===== src/sv/mrtl_pkg.sv =====
// Types and constants shared by the multicast route table lookup block.
// Used by mrtl_ctrl, mrtl_datapath and multicast_route_table_lookup.
`default_nettype none

package mrtl_pkg;

    localparam logic [31:0] BIER_GROUP = 32'hEFFF_FEFE;

    localparam int REQ_W    = 2;
    localparam int GROUP_W  = 32;
    localparam int IF_W     = 8;
    localparam int NODE_W   = 16;
    localparam int STATUS_W = 2;
    localparam int S_DATA_W = 56;
    localparam int M_DATA_W = 16;

    typedef enum logic [REQ_W-1:0] {
        REQ_CLEAR  = 2'd0,
        REQ_START  = 2'd1,
        REQ_APPEND = 2'd2,
        REQ_LOOKUP = 2'd3
    } t_req;

    typedef enum logic [STATUS_W-1:0] {
        STS_OK       = 2'd0,
        STS_NO_ROUTE = 2'd1,
        STS_CNT_ERR  = 2'd2,
        STS_FULL     = 2'd3
    } t_status;

    typedef enum logic [2:0] {
        RES_OK,
        RES_MISS,
        RES_CNT_ERR,
        RES_FULL,
        RES_OUTB,
        RES_FWD_PEND,
        RES_FWD_LAST
    } t_res_kind;

    typedef enum logic [2:0] {
        S_IDLE,
        S_DISP,
        S_SCAN,
        S_EMIT
    } t_state;

    typedef struct packed {
        logic      load;
        logic      scan_start;
        logic      scan_next;
        logic      list_start;
        logic      list_next;
        logic      pend_load;
        logic      do_clear;
        logic      do_start;
        logic      do_append;
        logic      out_load;
        t_res_kind out_kind;
    } t_dp_cmd;

    typedef struct packed {
        t_req req;
        logic table_full;
        logic no_route;
        logic list_full;
        logic scan_end;
        logic bier;
        logic hit;
        logic outbound;
        logic cnt_one;
        logic list_end;
        logic if_nz;
        logic pend_vld;
        logic out_free;
    } t_dp_sts;

endpackage

`default_nettype wire


===== src/sv/mrtl_ctrl.sv =====
// Controller state machine for the multicast route table lookup block.
// Depends on mrtl_pkg; drives commands to mrtl_datapath from its status.
`default_nettype none

module mrtl_ctrl
    import mrtl_pkg::*;
(
    input  wire      i_clk,
    input  wire      i_rst_n,
    input  wire      s_tvalid,
    output logic     s_tready,
    input  t_dp_sts  i_sts,
    output t_dp_cmd  o_cmd
);

    t_state r_state;
    t_state n_state;

    always_ff @(posedge i_clk) begin
        if (!i_rst_n) begin
            r_state <= S_IDLE;
        end else begin
            r_state <= n_state;
        end
    end

    always_comb begin
        n_state  = r_state;
        o_cmd    = '0;
        o_cmd.out_kind = RES_OK;
        s_tready = 1'b0;
        unique case (r_state)
            S_IDLE: begin
                s_tready = 1'b1;
                if (s_tvalid) begin
                    o_cmd.load = 1'b1;
                    n_state    = S_DISP;
                end
            end
            S_DISP: begin
                unique case (i_sts.req)
                    REQ_CLEAR: begin
                        if (i_sts.out_free) begin
                            o_cmd.do_clear = 1'b1;
                            o_cmd.out_load = 1'b1;
                            o_cmd.out_kind = RES_OK;
                            n_state        = S_IDLE;
                        end
                    end
                    REQ_START: begin
                        if (i_sts.out_free) begin
                            o_cmd.out_load = 1'b1;
                            n_state        = S_IDLE;
                            if (i_sts.table_full) begin
                                o_cmd.out_kind = RES_FULL;
                            end else begin
                                o_cmd.do_start = 1'b1;
                                o_cmd.out_kind = RES_OK;
                            end
                        end
                    end
                    REQ_APPEND: begin
                        if (i_sts.out_free) begin
                            o_cmd.out_load = 1'b1;
                            n_state        = S_IDLE;
                            if (i_sts.no_route) begin
                                o_cmd.out_kind = RES_MISS;
                            end else if (i_sts.list_full) begin
                                o_cmd.out_kind = RES_FULL;
                            end else begin
                                o_cmd.do_append = 1'b1;
                                o_cmd.out_kind  = RES_OK;
                            end
                        end
                    end
                    REQ_LOOKUP: begin
                        o_cmd.scan_start = 1'b1;
                        n_state          = S_SCAN;
                    end
                    default: begin
                        n_state = S_IDLE;
                    end
                endcase
            end
            S_SCAN: begin
                if (i_sts.scan_end || i_sts.bier) begin
                    if (i_sts.out_free) begin
                        o_cmd.out_load = 1'b1;
                        o_cmd.out_kind = RES_MISS;
                        n_state        = S_IDLE;
                    end
                end else if (i_sts.hit) begin
                    if (i_sts.outbound && !i_sts.cnt_one) begin
                        if (i_sts.out_free) begin
                            o_cmd.out_load = 1'b1;
                            o_cmd.out_kind = RES_CNT_ERR;
                            n_state        = S_IDLE;
                        end
                    end else begin
                        o_cmd.list_start = 1'b1;
                        n_state          = S_EMIT;
                    end
                end else begin
                    o_cmd.scan_next = 1'b1;
                end
            end
            S_EMIT: begin
                if (i_sts.outbound) begin
                    if (i_sts.out_free) begin
                        o_cmd.out_load = 1'b1;
                        o_cmd.out_kind = RES_OUTB;
                        n_state        = S_IDLE;
                    end
                end else if (i_sts.list_end) begin
                    if (i_sts.out_free) begin
                        o_cmd.out_load = 1'b1;
                        o_cmd.out_kind = RES_FWD_LAST;
                        n_state        = S_IDLE;
                    end
                end else if (i_sts.if_nz) begin
                    if (!i_sts.pend_vld) begin
                        o_cmd.pend_load = 1'b1;
                        o_cmd.list_next = 1'b1;
                    end else if (i_sts.out_free) begin
                        o_cmd.out_load  = 1'b1;
                        o_cmd.out_kind  = RES_FWD_PEND;
                        o_cmd.pend_load = 1'b1;
                        o_cmd.list_next = 1'b1;
                    end
                end else begin
                    o_cmd.list_next = 1'b1;
                end
            end
            default: begin
                n_state = S_IDLE;
            end
        endcase
    end

endmodule

`default_nettype wire


===== src/sv/mrtl_datapath.sv =====
// Datapath of the multicast route table lookup block: route memories,
// scan and slot counters, pending interface and output register.
// Depends on mrtl_pkg; commanded by mrtl_ctrl.
`default_nettype none

module mrtl_datapath
    import mrtl_pkg::*;
#(
    parameter int MAX_ROUTES  = 16,
    parameter int MAX_OUT_IFS = 8
) (
    input  wire                 i_clk,
    input  wire                 i_rst_n,
    input  wire [S_DATA_W-1:0]  i_s_tdata,
    input  wire [REQ_W-1:0]     i_s_tuser,
    input  wire                 i_cfg_we,
    input  wire [NODE_W-1:0]    i_cfg_wdata,
    input  wire                 i_m_tready,
    output logic                o_m_tvalid,
    output logic [M_DATA_W-1:0] o_m_tdata,
    output logic                o_m_tlast,
    input  t_dp_cmd             i_cmd,
    output t_dp_sts             o_sts
);

    localparam int RCW   = $clog2(MAX_ROUTES + 1);
    localparam int AW    = (MAX_ROUTES > 1) ? $clog2(MAX_ROUTES) : 1;
    localparam int CW    = $clog2(MAX_OUT_IFS + 1);
    localparam int LDEP  = MAX_ROUTES * MAX_OUT_IFS;
    localparam int LW    = (LDEP > 1) ? $clog2(LDEP) : 1;

    logic [GROUP_W-1:0] mem_grp  [MAX_ROUTES];
    logic [CW-1:0]      mem_cnt  [MAX_ROUTES];
    logic [IF_W-1:0]    mem_list [LDEP];

    t_req               r_req;
    logic [GROUP_W-1:0] r_grp;
    logic [IF_W-1:0]    r_oif;
    logic [NODE_W-1:0]  r_src;
    logic [NODE_W-1:0]  r_node_id;

    logic [RCW-1:0]     r_route_count;
    logic [CW-1:0]      r_last_cnt;
    logic [RCW-1:0]     r_idx;
    logic [RCW-1:0]     n_idx;
    logic [CW-1:0]      r_jdx;
    logic [CW-1:0]      n_jdx;

    logic [GROUP_W-1:0] r_grp_q;
    logic [CW-1:0]      r_cnt_q;
    logic [IF_W-1:0]    r_if_q;

    logic               r_pend_vld;
    logic [IF_W-1:0]    r_pend_if;

    logic               r_m_valid;
    logic [STATUS_W-1:0] r_status;
    logic               r_outbound;
    logic               r_has_if;
    logic [IF_W-1:0]    r_out_if;
    logic               r_last;

    logic [RCW-1:0]     w_newest;
    logic [AW-1:0]      w_cnt_wa;
    logic [CW-1:0]      w_cnt_wd;
    logic [LW-1:0]      w_list_wa;
    logic [LW-1:0]      w_list_ra;
    logic               w_out_free;

    assign w_newest  = r_route_count - RCW'(1);
    assign w_cnt_wa  = i_cmd.do_start ? r_route_count[AW-1:0] : w_newest[AW-1:0];
    assign w_cnt_wd  = i_cmd.do_start ? '0 : r_last_cnt + CW'(1);
    assign w_list_wa = LW'(32'(w_newest) * 32'(MAX_OUT_IFS) + 32'(r_last_cnt));
    assign w_list_ra = LW'(32'(r_idx) * 32'(MAX_OUT_IFS) + 32'(n_jdx));
    assign w_out_free = !r_m_valid || i_m_tready;

    always_comb begin
        n_idx = r_idx;
        if (i_cmd.scan_start) begin
            n_idx = '0;
        end else if (i_cmd.scan_next) begin
            n_idx = r_idx + RCW'(1);
        end
        n_jdx = r_jdx;
        if (i_cmd.list_start) begin
            n_jdx = '0;
        end else if (i_cmd.list_next) begin
            n_jdx = r_jdx + CW'(1);
        end
    end

    always_ff @(posedge i_clk) begin
        if (i_cmd.do_start) begin
            mem_grp[r_route_count[AW-1:0]] <= r_grp;
        end
        if (i_cmd.do_start || i_cmd.do_append) begin
            mem_cnt[w_cnt_wa] <= w_cnt_wd;
        end
        if (i_cmd.do_append) begin
            mem_list[w_list_wa] <= r_oif;
        end
        r_grp_q <= mem_grp[n_idx[AW-1:0]];
        r_cnt_q <= mem_cnt[n_idx[AW-1:0]];
        r_if_q  <= mem_list[w_list_ra];
    end

    always_ff @(posedge i_clk) begin
        if (i_cmd.load) begin
            r_req <= t_req'(i_s_tuser);
            r_grp <= i_s_tdata[31:0];
            r_oif <= i_s_tdata[39:32];
            r_src <= i_s_tdata[55:40];
        end
        r_idx <= n_idx;
        r_jdx <= n_jdx;
        if (i_cmd.pend_load) begin
            r_pend_if <= r_if_q;
        end
    end

    always_ff @(posedge i_clk) begin
        if (!i_rst_n) begin
            r_node_id     <= '0;
            r_route_count <= '0;
            r_last_cnt    <= '0;
            r_pend_vld    <= 1'b0;
        end else begin
            if (i_cfg_we) begin
                r_node_id <= i_cfg_wdata;
            end
            if (i_cmd.do_clear) begin
                r_route_count <= '0;
            end else if (i_cmd.do_start) begin
                r_route_count <= r_route_count + RCW'(1);
            end
            if (i_cmd.do_start) begin
                r_last_cnt <= '0;
            end else if (i_cmd.do_append) begin
                r_last_cnt <= r_last_cnt + CW'(1);
            end
            if (i_cmd.list_start) begin
                r_pend_vld <= 1'b0;
            end else if (i_cmd.pend_load) begin
                r_pend_vld <= 1'b1;
            end
        end
    end

    always_ff @(posedge i_clk) begin
        if (!i_rst_n) begin
            r_m_valid <= 1'b0;
        end else if (i_cmd.out_load) begin
            r_m_valid <= 1'b1;
        end else if (i_m_tready) begin
            r_m_valid <= 1'b0;
        end
    end

    always_ff @(posedge i_clk) begin
        if (i_cmd.out_load) begin
            r_status   <= STS_OK;
            r_outbound <= 1'b0;
            r_has_if   <= 1'b0;
            r_out_if   <= '0;
            r_last     <= 1'b1;
            case (i_cmd.out_kind)
                RES_MISS: begin
                    r_status <= STS_NO_ROUTE;
                end
                RES_CNT_ERR: begin
                    r_status   <= STS_CNT_ERR;
                    r_outbound <= 1'b1;
                end
                RES_FULL: begin
                    r_status <= STS_FULL;
                end
                RES_OUTB: begin
                    r_outbound <= 1'b1;
                    r_has_if   <= 1'b1;
                    r_out_if   <= r_if_q;
                end
                RES_FWD_PEND: begin
                    r_has_if <= 1'b1;
                    r_out_if <= r_pend_if;
                    r_last   <= 1'b0;
                end
                RES_FWD_LAST: begin
                    if (r_pend_vld) begin
                        r_has_if <= 1'b1;
                        r_out_if <= r_pend_if;
                    end
                end
                default: begin
                end
            endcase
        end
    end

    assign o_m_tvalid = r_m_valid;
    assign o_m_tdata  = {4'b0000, r_out_if, r_has_if, r_outbound, r_status};
    assign o_m_tlast  = r_last;

    always_comb begin
        o_sts            = '0;
        o_sts.req        = r_req;
        o_sts.table_full = (r_route_count >= RCW'(MAX_ROUTES));
        o_sts.no_route   = (r_route_count == '0);
        o_sts.list_full  = (r_last_cnt >= CW'(MAX_OUT_IFS));
        o_sts.scan_end   = (r_idx >= r_route_count);
        o_sts.bier       = (r_grp == BIER_GROUP);
        o_sts.hit        = (r_grp_q == r_grp);
        o_sts.outbound   = (r_src == r_node_id);
        o_sts.cnt_one    = (r_cnt_q == CW'(1));
        o_sts.list_end   = (r_jdx >= r_cnt_q);
        o_sts.if_nz      = (r_if_q != '0);
        o_sts.pend_vld   = r_pend_vld;
        o_sts.out_free   = w_out_free;
    end

endmodule

`default_nettype wire


===== src/sv/multicast_route_table_lookup.sv =====
// Clear, start and append each load one result once the output register is free. A lookup
// scans the routes in order and gives one miss result when the scan ends or for BIER_GROUP;
// on a match on route r it walks the slots of route r for its results.
// One transaction at a time, bounded by the route scan and the slot walk; the next
// is accepted in the cycle after the last result loads.
// Reset (synchronous, active low) empties the table and clears node_id; memories keep data.
`default_nettype none

module multicast_route_table_lookup
    import mrtl_pkg::*;
#(
    parameter int MAX_ROUTES  = 16,
    parameter int MAX_OUT_IFS = 8
) (
    input  wire                 i_clk,
    input  wire                 i_rst_n,
    input  wire                 s_tvalid,
    output logic                s_tready,
    // [31:0] group_addr, [39:32] out_if_in, [55:40] source_node
    input  wire [S_DATA_W-1:0]  s_tdata,
    // [1:0] req_type
    input  wire [REQ_W-1:0]     s_tuser,
    output logic                m_tvalid,
    input  wire                 m_tready,
    // [1:0] status, [2] outbound, [3] has_if, [11:4] out_if, [15:12] zero
    output logic [M_DATA_W-1:0] m_tdata,
    output logic                m_tlast,
    input  wire                 i_cfg_we,
    input  wire [NODE_W-1:0]    i_cfg_wdata
);

    t_dp_cmd w_cmd;
    t_dp_sts w_sts;

    mrtl_ctrl u_ctrl (
        .i_clk    (i_clk),
        .i_rst_n  (i_rst_n),
        .s_tvalid (s_tvalid),
        .s_tready (s_tready),
        .i_sts    (w_sts),
        .o_cmd    (w_cmd)
    );

    mrtl_datapath #(
        .MAX_ROUTES  (MAX_ROUTES),
        .MAX_OUT_IFS (MAX_OUT_IFS)
    ) u_dp (
        .i_clk       (i_clk),
        .i_rst_n     (i_rst_n),
        .i_s_tdata   (s_tdata),
        .i_s_tuser   (s_tuser),
        .i_cfg_we    (i_cfg_we),
        .i_cfg_wdata (i_cfg_wdata),
        .i_m_tready  (m_tready),
        .o_m_tvalid  (m_tvalid),
        .o_m_tdata   (m_tdata),
        .o_m_tlast   (m_tlast),
        .i_cmd       (w_cmd),
        .o_sts       (w_sts)
    );

    a_one_at_a_time: assert property (@(posedge i_clk) disable iff (!i_rst_n)
        s_tvalid && s_tready |=> !s_tready)
        else $error("a second transaction was taken while one is in progress");

    a_no_if_zero: assert property (@(posedge i_clk) disable iff (!i_rst_n)
        m_tvalid && !m_tdata[3] |-> m_tdata[11:4] == '0)
        else $error("out_if is nonzero without has_if");

    a_outbound_last: assert property (@(posedge i_clk) disable iff (!i_rst_n)
        m_tvalid && m_tdata[2] |-> m_tlast)
        else $error("outbound result is not the last one");

    a_error_single: assert property (@(posedge i_clk) disable iff (!i_rst_n)
        m_tvalid && m_tdata[1:0] != STS_OK |-> m_tlast && !m_tdata[3])
        else $error("error result carries an interface or is not last");

endmodule

`default_nettype wire


===== config.mk =====
export PLATFORM = sky130hd
export DESIGN_NAME = multicast_route_table_lookup
export DESIGN_NICKNAME = d
export VERILOG_FILES = /design/src/sv/mrtl_pkg.sv /design/src/sv/mrtl_ctrl.sv /design/src/sv/mrtl_datapath.sv /design/src/sv/multicast_route_table_lookup.sv
export SDC_FILE = /design/constraint.sdc
export NUM_CORES = 2
export LEC_CHECK = 0
export BUFFER_PORTS_ARGS = -buffer_cell sky130_fd_sc_hd__buf_2
export CORE_ASPECT_RATIO = 0.75
export CORE_MARGIN = 2
export CORE_UTILIZATION = 30
export DETAILED_ROUTE_END_ITERATION = 8
export PLACE_DENSITY_LB_ADDON = 0.2
export RECOVER_POWER = 25
export SETUP_SLACK_MARGIN = 0.1
export SLEW_MARGIN = 15
export SYNTH_ARGS = -nofsm -noshare
export SYNTH_HDL_FRONTEND = slang
export SYNTH_SLANG_ARGS = --single-unit

===== constraint.sdc =====
create_clock -name i_clk -period 5 [get_ports i_clk]
set_clock_uncertainty 0.05 [all_clocks]
set_input_delay 0.25 -clock i_clk [delete_from_list [all_inputs] [get_ports i_clk]]
set_output_delay 0.25 -clock i_clk [all_outputs]
set_load 0.005 [all_outputs]

==> impl_results.md <==
- Status: complete, but fails checks
- Violated checks: capacitance limit, slew limit
- Post-synth cell types: 68
- Clk Tree Root Cell: clkbuf_16
- Crit path launch type: register
- Int Pwr: 24.2 mW
- Die Area: 0.240 mm^2
- Num rows: 154
- Core Region: 0.235 mm^2
- Die X: around 560 um
- Num CTS Buffers: 190
- Worst min path class: input pin to register
- Placed cell count: 8190
- Mean post-synth cell area: 14.3 um^2
- CTS tree: done
- Seq/Total Area, Yosys: 73.6%
- Via density: 5.17
- Psw: 6.20 mW
- WHS Path Cells: 2
- PwrDens: 359 mW/mm^2
- Maximum Capacitance Violations: 7
- First-pass GRT wire length: 316000 um
- FF-to-FF setup slack: 150 ps
- Initial core utilization: 30.2%
- Endpoints failing hold: 0
- Setup CP Type: register to register
- Slew @ Worst Pin: 3470 ps
- Multi-input combinational cell area: 0.0170 mm^2
- Layout cells sized above 1: between 10 and 15%
- CP most frequent cell: buf_4
- Initial antenna violation count: 16
- VDD IR max: 259 uV
- Area share of the largest cell type after synthesis: 71.2%
- Finished Layout Cells: 8654
- CTS Sinks: 1762
- Slew Limit Headroom: -131%
- Port bufs: 93
- Clk pwr share: 45.3%
- Fin crit share: between 90 and 100%
- Vias: about 45000
- Place WS: approximately 2.7 ps
- Crit. Startpoint: u_dp.r_grp[2]$_DFFE_PP_
- Min-delay src: s_tdata[11]
- Yosys top cell by area: edfxtp_1
- Synthesis-stage register bit count: about 1800
- Synth warn: 0
- FFs w/ async S/R, synth: 0%
- Post-DRT Antenna Nets: 0
- Crit path to: u_dp.r_if_q[3]$_DFF_P_
- Net Sw Frac: 20.4%
- Final #Nets: 5482
- # DRC: 0
- Crit. End Element: register
- Top-Level Pins: just under 100
- Total grt overflow: 0
- Largest cells by area after synthesis: edfxtp_1 (71%), mux2i_1 (4.0%), nand2_1 (3.7%)
- Clock buffer depth: 4
- Vias in the first global route: 43000
- Crit-path cells: xor2_1 -> nor4_1 -> buf_4 -> nand4_1 -> buf_4 -> a211o_4 -> buf_4 -> o22ai_4 -> buf_12 -> buf_4 -> buf_4 -> o221ai_1 -> a21oi_1 -> nor4_1 -> buf_4 -> or3_1 -> o311ai_1
- Post-synth EDFFs: 1679
- Crit path max fanout: 33
- Cell Area, Synth: 0.0708 mm^2
- Tmin final: 4850 ps
- RD Place Congestion: 0.866
- Slowest stage delay, CP: 450 ps
- Worst reg2reg path depth: 17
- WL per Instance: between 20 and 30 um
- Die height: 425 um
- CP required: ~5700 ps
- Final setup violation count: 0
- Mapped Cells: 4939
- Initial DRC count: 4651
- Post-Route WL: 222000 um
- RR Endpoint: u_dp.r_if_q[3]$_DFF_P_
- FILL cells: 22400
- All-layer global routing usage: 18.0%
- Largest net degree at the start of global routing: 194
- Clock latency on the worst-skew pair: 880 ps
- Final WS setup: about 150 ps
- RSZ-0062 raised after global routing: yes
- Clock slew at reported path FFs: roughly 60 ps
- H-Tree Depth: 4
- Synth-to-Final Area Change: 19.8%
- Worst reg2reg startpoint: u_dp.r_grp[2]$_DFFE_PP_
- Most used DFF post-synth: edfxtp_1
- FF+latch area: about 0.052 mm^2
- Length of the first detailed-routing pass in iterations: 5
- Crit-path slowest cell: edfxtp_1
- Worst EP arrival: ~5600 ps
- Max-slew violations: 904
- Fmax: 0.206 GHz
- Dpl hpwl: 132000 um
- Register share of total power: 53.1%
- Leakage: between 20 and 30 nW
- Combinational power share: between 1.5 and 2%
[synth_stat cells, types with 52 or more instances]
master	count
dfxtp_1	83
nor4_1	58
xor2_1	52
a21oi_1	162
inv_1	151
buf_2	89
edfxtp_1	1679
o221a_2	64
o21ai_0	153
nor2_1	222
a32oi_1	66
o211ai_1	129
nand3_1	220
o221ai_1	212
mux2i_1	280
nand2_1	704
clkbuf_1	197
[routing by layer]
metal  GRT usage [%]  routed length (um)  up-vias
met4            4.48                5350        2
met5               0                  13        -
li1                -                   -    20000
met3            3.26               15500      292
met1            27.7              108000    22900
met2            25.7               93000     1536
[final cells by class]
type                       instances  area share (%)
sequential                      1762            61.4
multi-input combinational       2676            20.1
timing repair buffer             595            6.11
clock buffer                     238            5.96
tap                             3120            4.60
clock inverter                   102            1.09
inverter                         156           0.711
antenna                            5          0.0148
[through the flow]
step	setup TNS [ps]	utilization (%)	instance area (um^2)	power (mW)	hold WS [ps]
finish	0	36.1	84800	30.5	64.0
global route	0	36.1	84800	31.4	80.3
CTS	0	36.1	84800	30.8	3.14
detailed placement	0	33.1	77700	16.9	379
global placement	-52.7	33.1	77700	16.9	379
floorplan	0	-	70800	16.6	299
[state kept, by name, indices dropped and copies added (netlist names), 8 cells and up]
register,cells
u_dp.r_grp,32
u_dp.r_src,16
u_dp.r_pend_if,8
u_dp.r_oif,8
u_dp.mem_cnt,64
u_dp.mem_grp,512
u_dp.r_if_q,8
u_dp.r_node_id,16
u_dp.mem_list,1024
u_dp.r_out_if,8
u_dp.r_grp_q,32
[layout by cell type, fill, tap and decap left out, types with 103 or more instances in the layout]
| cell | instances |
|---|---|
| edfxtp_1 | 1679 |
| nand2_1 | 701 |
| buf_4 | 288 |
| mux2i_1 | 280 |
| nand3_1 | 220 |
| o221ai_1 | 212 |
| nor2_1 | 202 |
| clkbuf_16 | 193 |
| a21oi_1 | 161 |
| o21ai_0 | 152 |
| inv_1 | 150 |
| o211ai_1 | 129 |
| dlygate4sd3_1 | 111 |
| clkbuf_1 | 103 |
[timing repair]
item	in CTS	in global routing
resized for setup	4	29
setup buffers	0	6
setup endpoints to repair	4	8
pin swaps	0	5
gates cloned	0	2
hold buffers	111	0
hold endpoints to repair	82	0
[power by group through the flow]
stage	registers [mW]	logic [mW]	clock network (mW)
2_1_floorplan	16.5	0.108	0
3_3_place_gp	16.5	0.429	0
3_5_place_dp	16.5	0.432	0
4_1_cts	16.1	0.510	14.1
5_1_grt	16.2	0.526	14.7
6_report	16.2	0.487	13.8
[cells by family (layout without fill, tap and decap cells)]
logic type | Yosys count | in the layout | share of synthesized area (%)
adders and majority gates | 22 | 22 | 0.389
DFF | 1762 | 1762 | 73.6
AOI/OAI and AO/OA | 969 | 970 | 10.0
other | 1 | 10 | 0.00530
buffers and inverters | 506 | 1091 | 3.08
xor gates and xnor gates | 67 | 67 | 0.829
muxes | 280 | 280 | 3.96
and+or+nand+nor | 1332 | 1332 | 8.18
[critical path: cells and delay by family, from the launching register on]
kind                      cells  cell delay (ps)
AOI/OAI and AO/OA             5             1570
buffers and inverters         7             1460
and+or+nand+nor               4              950
DFF                           1              450
xor gates and xnor gates      1              220
[worst min-delay path by stage]
stage,to,slack [ps]
after floorplan,u_dp.r_grp[0]$_DFFE_PP_,300
after global placement,u_dp.r_src[2]$_DFFE_PP_,380
after detailed placement,u_dp.r_src[13]$_DFFE_PP_,380
after CTS,u_dp.r_grp[11]$_DFFE_PP_,3
after global routing,u_dp.o_m_tvalid$_SDFFE_PN0P_,80
final,u_dp.r_grp[11]$_DFFE_PP_,60
Note: power is estimated with default switching activity, not from simulation.
